===== src/sv/ps2mct_pkg.sv =====
`timescale 1ns / 1ps

package ps2mct_pkg;

  // Configuration register indexes
  localparam logic [1:0] RegThresholdX = 2'd0;
  localparam logic [1:0] RegThresholdY = 2'd1;
  localparam logic [1:0] RegScreenCols = 2'd2;
  localparam logic [1:0] RegScreenRows = 2'd3;

  // Configuration reset values
  localparam logic [7:0] ThresholdReset = 8'd4;
  localparam logic [7:0] ColsReset      = 8'd80;
  localparam logic [7:0] RowsReset      = 8'd25;

  // Cursor start position: screen center
  localparam logic [7:0] CursorXReset = 8'd40;
  localparam logic [7:0] CursorYReset = 8'd12;

  // Terminal select codes
  localparam logic [1:0] SelNone   = 2'd0;
  localparam logic [1:0] SelLeft   = 2'd1;
  localparam logic [1:0] SelMiddle = 2'd2;
  localparam logic [1:0] SelRight  = 2'd3;

  // Packet byte positions
  localparam logic [1:0] ByteHeader = 2'd0;
  localparam logic [1:0] ByteX      = 2'd1;
  localparam logic [1:0] ByteY      = 2'd2;

  // Header bit positions
  localparam int unsigned HdrLeft  = 0;
  localparam int unsigned HdrRight = 1;
  localparam int unsigned HdrMid   = 2;
  localparam int unsigned HdrSignX = 4;
  localparam int unsigned HdrSignY = 5;
  localparam int unsigned HdrOvfX  = 6;
  localparam int unsigned HdrOvfY  = 7;

  // Quantize a 9-bit signed delta (sign flag + data byte) to -2..2.
  function automatic logic signed [2:0] quantize(input logic negative,
                                                 input logic [7:0] data,
                                                 input logic [7:0] thr);
    logic [8:0] mag;
    logic [1:0] step;
    mag = negative ? (9'd256 - {1'b0, data}) : {1'b0, data};
    if (mag == 9'd0) begin
      step = 2'd0;
    end else if (mag <= {1'b0, thr}) begin
      step = 2'd1;
    end else begin
      step = 2'd2;
    end
    quantize = negative ? -$signed({1'b0, step}) : $signed({1'b0, step});
  endfunction

  // Move a coordinate by a step and clamp to [0, size-1]; size 0 acts as 1.
  function automatic logic [7:0] move_clamped(input logic [7:0] pos,
                                              input logic signed [2:0] step,
                                              input logic [7:0] size);
    logic signed [9:0] lim;
    logic signed [9:0] p;
    lim = (size == 8'd0) ? 10'sd0 : $signed({2'b00, size}) - 10'sd1;
    p   = $signed({2'b00, pos}) + 10'(step);
    if (p > lim) begin
      p = lim;
    end
    if (p < 10'sd0) begin
      p = 10'sd0;
    end
    move_clamped = p[7:0];
  endfunction

endpackage


===== src/sv/ps2_mouse_packet_cursor_tracker_core.sv =====
`timescale 1ns / 1ps

// PS/2 mouse packet decoder and text cursor tracker. One mouse byte is taken
// per cycle; every third byte closes a packet (header, x delta, y delta). A
// packet with either overflow bit set is dropped; otherwise its deltas are
// quantized to 0, +/-1 or +/-2 against threshold_x / threshold_y and move the
// cursor, clamped to screen_cols x screen_rows (a size of 0 holds that
// coordinate at 0). Upward motion lowers the row. Each accepted packet gives
// one result: column, row, new cell index (row * screen_cols + column,
// 16 bits), the previous result's cell index, and the terminal select (left
// over right over middle). After a packet's last byte is transferred, the
// cursor update is registered first, then the cell multiply, which makes the
// result valid. Input is taken every cycle unless both the cursor stage and
// the output register hold results that the sink has not yet taken. Write the
// configuration only while no packet is in flight.
module ps2_mouse_packet_cursor_tracker_core (
  input  logic       clk_i,
  input  logic       rst_ni,
  input  logic       cfg_we_i,
  input  logic [1:0] cfg_idx_i,
  input  logic [7:0] cfg_wdata_i,
  input  logic       in_valid_i,
  output logic       in_stall_o,
  input  logic [7:0] data_byte_i,
  output logic       out_valid_o,
  input  logic       out_stall_i,
  output logic [7:0] cursor_col_o,
  output logic [7:0] cursor_row_o,
  output logic [15:0] new_cell_o,
  output logic [15:0] prior_cell_o,
  output logic [1:0] term_select_o
);
  import ps2mct_pkg::*;

  logic [7:0] thr_x_q, thr_y_q, cols_q, rows_q;
  logic [1:0] byte_cnt_q, byte_cnt_d;
  logic [7:0] header_q, xbyte_q;
  logic [7:0] cursor_x_q, cursor_x_d, cursor_y_q, cursor_y_d;
  logic       s1_valid_q, s1_valid_d;
  logic [1:0] s1_sel_q, s1_sel_d;
  logic       out_valid_q;
  logic [7:0] out_col_q, out_row_q;
  logic [15:0] out_new_q, out_prior_q, last_cell_q;
  logic [1:0] out_sel_q;

  logic              in_xfer, out_adv, s1_load, s1_adv, overflow;
  logic signed [2:0] step_x, step_y;
  logic [15:0]       cell_idx;

  // Configuration
  always_ff @(posedge clk_i or negedge rst_ni) begin
    if (!rst_ni) begin
      thr_x_q <= ThresholdReset;
      thr_y_q <= ThresholdReset;
      cols_q  <= ColsReset;
      rows_q  <= RowsReset;
    end else if (cfg_we_i) begin
      unique case (cfg_idx_i)
        RegThresholdX: thr_x_q <= cfg_wdata_i;
        RegThresholdY: thr_y_q <= cfg_wdata_i;
        RegScreenCols: cols_q  <= cfg_wdata_i;
        RegScreenRows: rows_q  <= cfg_wdata_i;
        default: ;
      endcase
    end
  end

  assign out_adv    = !out_valid_q || !out_stall_i;
  assign s1_adv     = s1_valid_q && out_adv;
  // Hold input only while the cursor stage is full and cannot drain
  assign in_stall_o = s1_valid_q && !out_adv;
  assign in_xfer    = in_valid_i && !in_stall_o;

  assign overflow = header_q[HdrOvfX] || header_q[HdrOvfY];
  assign step_x   = quantize(header_q[HdrSignX], xbyte_q, thr_x_q);
  assign step_y   = quantize(header_q[HdrSignY], data_byte_i, thr_y_q);

  always_comb begin
    byte_cnt_d = byte_cnt_q;
    cursor_x_d = cursor_x_q;
    cursor_y_d = cursor_y_q;
    s1_load    = 1'b0;
    s1_sel_d   = s1_sel_q;
    s1_valid_d = s1_valid_q && !out_adv;
    if (in_xfer) begin
      unique case (byte_cnt_q)
        ByteHeader: byte_cnt_d = ByteX;
        ByteX:      byte_cnt_d = ByteY;
        default: begin
          byte_cnt_d = ByteHeader;
          if (!overflow) begin
            s1_load    = 1'b1;
            s1_valid_d = 1'b1;
            cursor_x_d = move_clamped(cursor_x_q, step_x, cols_q);
            cursor_y_d = move_clamped(cursor_y_q, -step_y, rows_q);
            priority if (header_q[HdrLeft]) begin
              s1_sel_d = SelLeft;
            end else if (header_q[HdrRight]) begin
              s1_sel_d = SelRight;
            end else if (header_q[HdrMid]) begin
              s1_sel_d = SelMiddle;
            end else begin
              s1_sel_d = SelNone;
            end
          end
        end
      endcase
    end
  end

  always_ff @(posedge clk_i or negedge rst_ni) begin
    if (!rst_ni) begin
      byte_cnt_q <= ByteHeader;
      header_q   <= '0;
      xbyte_q    <= '0;
      cursor_x_q <= CursorXReset;
      cursor_y_q <= CursorYReset;
      s1_valid_q <= 1'b0;
    end else begin
      byte_cnt_q <= byte_cnt_d;
      cursor_x_q <= cursor_x_d;
      cursor_y_q <= cursor_y_d;
      s1_valid_q <= s1_valid_d;
      if (in_xfer && byte_cnt_q == ByteHeader) begin
        header_q <= data_byte_i;
      end
      if (in_xfer && byte_cnt_q == ByteX) begin
        xbyte_q <= data_byte_i;
      end
    end
  end

  always_ff @(posedge clk_i) begin
    s1_sel_q <= s1_sel_d;
  end

  // Cell index from the registered cursor
  assign cell_idx = 16'(cursor_y_q * cols_q) + {8'd0, cursor_x_q};

  always_ff @(posedge clk_i or negedge rst_ni) begin
    if (!rst_ni) begin
      out_valid_q <= 1'b0;
      last_cell_q <= '0;
    end else begin
      if (out_adv) begin
        out_valid_q <= s1_valid_q;
      end
      if (s1_adv) begin
        last_cell_q <= cell_idx;
      end
    end
  end

  always_ff @(posedge clk_i) begin
    if (s1_adv) begin
      out_col_q   <= cursor_x_q;
      out_row_q   <= cursor_y_q;
      out_new_q   <= cell_idx;
      out_prior_q <= last_cell_q;
      out_sel_q   <= s1_sel_q;
    end
  end

  assign out_valid_o   = out_valid_q;
  assign cursor_col_o  = out_col_q;
  assign cursor_row_o  = out_row_q;
  assign new_cell_o    = out_new_q;
  assign prior_cell_o  = out_prior_q;
  assign term_select_o = out_sel_q;

`ifndef SYNTHESIS
  a_cnt_range: assert property (@(posedge clk_i) disable iff (!rst_ni)
    byte_cnt_q <= ByteY)
    else $error("byte count out of range");

  a_load_on_third: assert property (@(posedge clk_i) disable iff (!rst_ni)
    s1_load |-> (byte_cnt_q == ByteY && !overflow))
    else $error("cursor stage loaded outside a packet end");

  a_stall_cause: assert property (@(posedge clk_i) disable iff (!rst_ni)
    in_stall_o |-> (s1_valid_q && out_valid_q))
    else $error("input held without a full pipeline");

  a_drain: assert property (@(posedge clk_i) disable iff (!rst_ni)
    (s1_valid_q && !out_valid_q) |=> out_valid_q)
    else $error("result did not reach the output register");

  a_prior_chain: assert property (@(posedge clk_i) disable iff (!rst_ni)
    s1_adv |=> (prior_cell_o == $past(last_cell_q) && last_cell_q == new_cell_o))
    else $error("prior cell chain broken");
`endif

endmodule

===== config.mk =====
export PLATFORM = sky130hd
export DESIGN_NAME = ps2_mouse_packet_cursor_tracker_core
export DESIGN_NICKNAME = d
export VERILOG_FILES = /design/src/sv/ps2mct_pkg.sv /design/src/sv/ps2_mouse_packet_cursor_tracker_core.sv
export SDC_FILE = /design/constraint.sdc
export NUM_CORES = 1
export LEC_CHECK = 0
export ABC_AREA = 1
export BUFFER_PORTS_ARGS = -buffer_cell sky130_fd_sc_hd__buf_2
export CAP_MARGIN = 5
export CORE_AREA = 2 2 127 129
export DETAILED_ROUTE_END_ITERATION = 6
export DIE_AREA = 0 0 129 131
export GPL_TIMING_DRIVEN = 0
export PLACE_DENSITY = 0.86
export SLEW_MARGIN = 5
export SYNTH_ARGS = -nofsm -noshare
export SYNTH_HDL_FRONTEND = slang
export SYNTH_SLANG_ARGS = --single-unit

===== constraint.sdc =====
create_clock -name clk_i -period 15.7 [get_ports clk_i]
set_input_delay 0.785 -clock clk_i [delete_from_list [all_inputs] [get_ports clk_i]]
set_output_delay 0.785 -clock clk_i [all_outputs]
set_load 0.005 [all_outputs]

==> results of run 1 <==
[through the flow]
stage | setup slack [ps] | instances
2_1_floorplan | 9840 | 1264
3_5_place_dp | 8750 | 1556
6_report | 9100 | 1588
4_1_cts | 9140 | 1588
5_1_grt | 8470 | 1588
3_3_place_gp | 9010 | 1554
[cells in the final DEF (no fill, tap or decap), types with 18 or more instances in the layout]
cell      count
clkbuf_1     24
a21oi_1      45
fa_1         46
ha_1        101
buf_2        76
dfrtp_1      72
edfxtp_1     52
o21ai_0      67
nand2_1     366
nor2_1       60
xor2_1       18
inv_1       229
nand3_1      79
[layout make-up]
cell class | instances | area, um^2
timing repair buffer | 76 | 420
multi-input combinational | 867 | 5500
sequential | 135 | 3650
clock buffer | 18 | 429
tap | 216 | 270
clock inverter | 14 | 174
inverter | 233 | 875
fill | 1165 | 4160
buffer | 29 | 119
[routing by layer]
| layer | vias up | track usage [%] |
|---|---|---|
| li1 | 4194 | - |
| met1 | 3959 | 33.1 |
| met2 | 296 | 49.9 |
| met3 | 62 | 4.64 |
| met4 | 0 | 11.5 |
| met5 | - | 0 |
[path summary, 6_finish.rpt]
path / end / cells after the start
setup / recovery: cursor_y_q[5] / 40
hold / removal: cursor_y_q[7] / 1
setup reg to reg: cursor_y_q[5] / 37
hold reg to reg: term_select_o[0] / 0
max in group asynchronous: cursor_x_q[3] / 2
min in group clk_i: term_select_o[0] / 0
[kinds of logic after synthesis]
| kind of cell | after synthesis | share of synthesized area [%] |
|---|---|---|
| AO/OA/AOI/OAI | 128 | 6.68 |
| XOR/XNOR | 25 | 2.16 |
| adder cells (fa/ha/maj) | 147 | 21.5 |
| buffers and inverters | 262 | 9.78 |
| flip-flops | 135 | 36.0 |
| AND/OR/NAND/NOR | 567 | 23.9 |
[registers in the layout, indices dropped and copies added, names as in the netlist, 7 cells and up]
name          flops
cols_q            8
cursor_col_o      8
cursor_row_o      8
cursor_x_q        8
cursor_y_q        8
header_q          7
last_cell_q      16
new_cell_o       16
prior_cell_o     16
rows_q            8
thr_x_q           8
thr_y_q           8
xbyte_q           8
==> metrics.txt, run 1 <==
sequential fraction of the synthesis area=36.0%; fmax=152 MHz; DRT iter0 DRCs=566; Yosys warnings=0; Syn Nets=1434; Worst Skew=8.12 ps; WP data arrival=6920 ps; global route overflow=0; Relative slew margins=56.2%; Critical Path Start Type=input port; met3 WL=1130 um; vias in the first global route=8261; Synth top cells by count=366 x nand2_1, 229 x inv_1, 101 x ha_1, 79 x nand3_1, 72 x dfrtp_1; setup TNS=0 ps; Buf+Inv Stages, Crit Path=7; most used flip-flop cell after synthesis=dfrtp_1; Final Hold Fails=0; # rows=46; first-pass GRT wire length=36700 um; worst reg2reg setup slack=9590 ps; Tot GR Track Use=27.7%; antenna violations before repair=0; I/O pin count=75; Crit path required time=16020 ps; CTS Buffer Depth=2; post-synth top area share=17.8%; FF+latch count, synth=135; CP max-delay cell=ha_1; share of cells above drive strength 1=11.1%; post-synth cell types=41; vias after detailed routing=8511; Async SR Flop Fraction=61.5%; H-Tree Depth=4; Min Hold Slack=303 ps; CP Capture Type=register; Post-CTS Setup Inserts=0; DP HPWL=16800 um; diode count=0; CTS Buf Count=17; most used cell, CP=nand2_1; Mapped Area=10100 um^2; Final GP Congestion=0.910; Initial Util=65.0%; Final setup viols=0; crit path kind=in -> reg; fin nets=1529; routed len/inst=13.8 um; Synth area leaders=dfrtp_1 18%, edfxtp_1 15%, nand2_1 14%; Top Metal Used=met4; DRT Pass-1 Iters=5; Placement Cell Area=10800 um^2; RSZ-0062 raised after global routing=no; Die Area=16900 um^2; area leader, netlist=dfrtp_1; fin crit share=42.0%; Layout Utilization=73.4%; Layout area overhead=12.8%; outcome=completed; Clock Latency Late Sink=430 ps; Critical Path Source=data_byte_i[0]; antenna viol nets, final=0; clock slew seen by the registers of the worst setup and hold paths=60 ps; largest net degree at the start of global routing=56; port bufs=74; WL met2=11100 um; crit path max fanout=10; wl on met1=9130 um; CTS tree=built; Post-Route WL=21900 um; RR Startpoint=header_q[5]; drt drc=0; clk root buf=clkbuf_16; Worst path max stage delay=410 ps; Mean Syn Cell Area=8.03 um^2; most numerous cell in the Yosys netlist=nand2_1; vias per cell=5.36; CTS sink count=135; Hold Buf Count CTS=0; EDFF count, synth=52; Cells after Synth=1264; Vert. Die Dim=131 um; floorplan core area=15600 um^2; critical path's top delay family=simple AND/OR/NAND/NOR gates; Slew Limit Fails=0; Final min period=6600 ps; Max Cap Viol=0; Worst Max-Slew Pin Slew=655 ps; Post-CTS Resized=0; hold crit path type=in -> async; die width=129 um; Finished Cell Area=11400 um^2
Power of run 1 is left out: the tool's default activity adds up to more than one toggle a clock period on the data nets, which glitch-free logic cannot reach.
==> inputs of run 2 (changes only) <==
Settings changed: ABC_AREA 1 to 0, CORE_AREA 2 2 127 129 to 2 2 129 131, DIE_AREA 0 0 129 131 to 0 0 131 133, PLACE_DENSITY 0.86 to 0.79.
Clock period 15.7 ns to 6.6 ns, I/O delays scaled along.
==> run 2 against run 1 <==
Clock-buffer cell count grew 5; clock skew is 0.86 ps higher; cell count fell by 21%; routed wire length fell by 12%; worst hold slack worse by 160 ps; non-clock buffer count is 4 lower; setup slack got worse by 8700 ps; synthesized cell count shrank 27%.
==> metrics.txt, run 2 <==
port bufs=73 (was 74); Critical Path Source=header_q[5] (was data_byte_i[0]); outcome=completed (unchanged); Max Cap Viol=0 (unchanged); Cells after Synth=923 (was 1264); CTS sink count=135 (unchanged); H-Tree Depth=4 (unchanged); Place WS=-900 ps (was 8750 ps); Mean Syn Cell Area=10.4 um^2 (was 8.03 um^2); area leader, netlist=dfrtp_1 (unchanged); most used flip-flop cell after synthesis=dfrtp_1 (unchanged); DRT iter0 DRCs=419 (was 566); floorplan core area=16200 um^2 (was 15600 um^2); routed len/inst=15.5 um (was 13.8 um); Layout Utilization=68.0% (was 73.4%); Layout area overhead=15.0% (was 12.8%); Worst Skew=8.98 ps (was 8.12 ps); EDFF count, synth=52 (unchanged); Crit path required time=6880 ps (was 16020 ps); Tot GR Track Use=23.6% (was 27.7%); vias in the first global route=6820 (was 8261); clock slew seen by the registers of the worst setup and hold paths=60 ps (about the same); # rows=47 (was 46); Clock Latency Late Sink=430 ps (about the same); Min Hold Slack=141 ps (was 303 ps); fin crit share=94.7%; Worst Max-Slew Pin Slew=1180 ps (was 655 ps); Final setup viols=0 (unchanged); CP Capture Type=register (unchanged); diode count=0 (unchanged); WP data arrival=6530 ps (was 6920 ps); Synth top cells by count=115 x nand2_1, 102 x inv_1, 101 x ha_1, 72 x dfrtp_1 (was 366 x nand2_1, 229 x inv_1, 101 x ha_1, 79 x nand3_1, 72 x dfrtp_1); vias after detailed routing=6970 (was 8511); clk root buf=clkbuf_16 (unchanged); RR Startpoint=header_q[5] (unchanged); Syn Nets=1093 (was 1434); Relative slew margins=21.6% (was 56.2%); post-synth top area share=18.8% (was 17.8%); Setup WS post-layout=352 ps (was 9100 ps); Layout Cells excl Fill=1253 (was 1588); hold wc startpoint=out_stall_i; Post-Route WL=19400 um (was 21900 um); worst reg2reg setup slack=350 ps (was 9590 ps); antenna violations before repair=0 (unchanged); Final Hold Fails=0 (unchanged); CP max-delay cell=dfrtp_2 (was ha_1); antenna viol nets, final=0 (unchanged); share of cells above drive strength 1=18.8% (was 11.1%); Initial Util=59.1% (was 65.0%); hold crit path type=in -> reg (was in -> async); sequential fraction of the synthesis area=38.2% (was 36.0%); FF+latch area=3650 um^2 (about the same); Final min period=6250 ps; I/O pin count=75 (unchanged); DRT Pass-1 Iters=5 (unchanged); Async SR Flop Fraction=61.5% (unchanged); Vert. Die Dim=133 um (was 131 um); FF+latch count, synth=135 (unchanged); crit path max fanout=10 (unchanged); die width=131 um (was 129 um); most numerous cell in the Yosys netlist=nand2_1 (unchanged); post-synth cell types=71 (was 41); Mapped Area=9560 um^2 (was 10100 um^2); CTS Buf Count=17 (unchanged); first-pass GRT wire length=32500 um (was 36700 um); drt drc=0 (unchanged); footprint of the multi-input gates=5530 um^2 (was 5500 um^2); fmax=160 MHz; CTS tree=built (unchanged); crit path kind=reg -> reg (was in -> reg); commonest cells after routing, fill and taps aside=115 x nand2_1, 101 x inv_1, 98 x ha_1, 74 x buf_2, 71 x dfrtp_1 (was 366 x nand2_1, 229 x inv_1, 101 x ha_1, 79 x nand3_1, 76 x buf_2); placed cells=1217 (was 1556); Yosys warnings=0 (unchanged); Critical Path Start Type=register (was input port); CTS Buffer Depth=2 (unchanged); DP HPWL=14600 um (was 16800 um); Final GP Congestion=0.889 (was 0.910); largest net degree at the start of global routing=60 (was 56); fin nets=1190 (was 1529); most used cell, CP=ha_1 (was nand2_1); global route overflow=0 (unchanged); Die Area=17400 um^2 (was 16900 um^2); vias per cell=5.56 (was 5.36); Slew Limit Fails=0 (unchanged); Worst path max stage delay=450 ps (was 410 ps); fillers=1184 (was 1165); commonest non-fill, non-tap cell in the layout=nand2_1 (unchanged); Synth area leaders=dfrtp_1 19%, edfxtp_1 16%, ha_1 13% (was dfrtp_1 18%, edfxtp_1 15%, nand2_1 14%)
-- run 2: layout make-up --
class | instances | share of cell area (%)
clock inverter | 9 | 0.967
inverter | 104 | 3.55
clock buffer | 23 | 4.73
timing repair buffer | 78 | 3.92
sequential | 135 | 33.2
buffer | 23 | 0.808
tap | 220 | 2.50
multi-input combinational | 661 | 50.3
-- run 2: worst paths after layout --
| kind | end | cells after the start |
|---|---|---|
| setup / recovery | cursor_y_q[7] | 32 |
| hold / removal | out_valid_o | 3 |
| setup reg to reg | cursor_y_q[7] | 32 |
| hold reg to reg | term_select_o[1] | 0 |
| max in group asynchronous | cursor_y_q[2] | 3 |
| min in group asynchronous | header_q[1] | 2 |
-- run 2: layer usage --
layer | track usage (%) | routed length, um
met1 | 30.6 | 8590
met2 | 39.3 | 9690
met3 | 4.00 | 681
met4 | 9.22 | 444
met5 | 0 | 0
-- run 2: critical path: cells and delay by family, from the launching register on --
family                     cells  cell delay, ps
AOI/OAI and AO/OA             14            2360
adders and majority gates      5            1240
and+or+nand+nor                8            1160
buffers and inverters          3             560
DFF                            1             450
xor gates and xnor gates       2             300
-- run 2: what timing repair did --
action | CTS | global route
endpoints found under the hold margin | 28 | 0
endpoints found under the setup margin | 8 | 16
setup buffers | 1 | 2
pin swaps | 1 | 4
gates resized for setup | 3 | 18
gates cloned | 0 | 0
hold buffers | 1 | 0
-- run 2: cell families (layout without fill, tap and decap cells) --
group                    after synthesis  count (layout)  synth area share [%]
AND/OR/NAND/NOR                      274             274                  13.9
adder cells (fa/ha/maj)              147             147                  22.8
AO/OA/AOI/OAI                        144             144                  9.94
flip-flops                           135             135                  38.2
buffers and inverters                127             237                  5.00
multiplexers                          52              52                  6.10
XOR/XNOR                              44              44                  4.03
-- run 2: per-stage QoR --
stage	cell area [um^2]	TNS (ps)
final	11000	0
after global routing	11000	-38.5
after CTS	10900	0
after detailed placement	10200	-6340
after global placement	10200	-5770
after floorplan	9560	0
Power of run 2 is left out for the same reason.
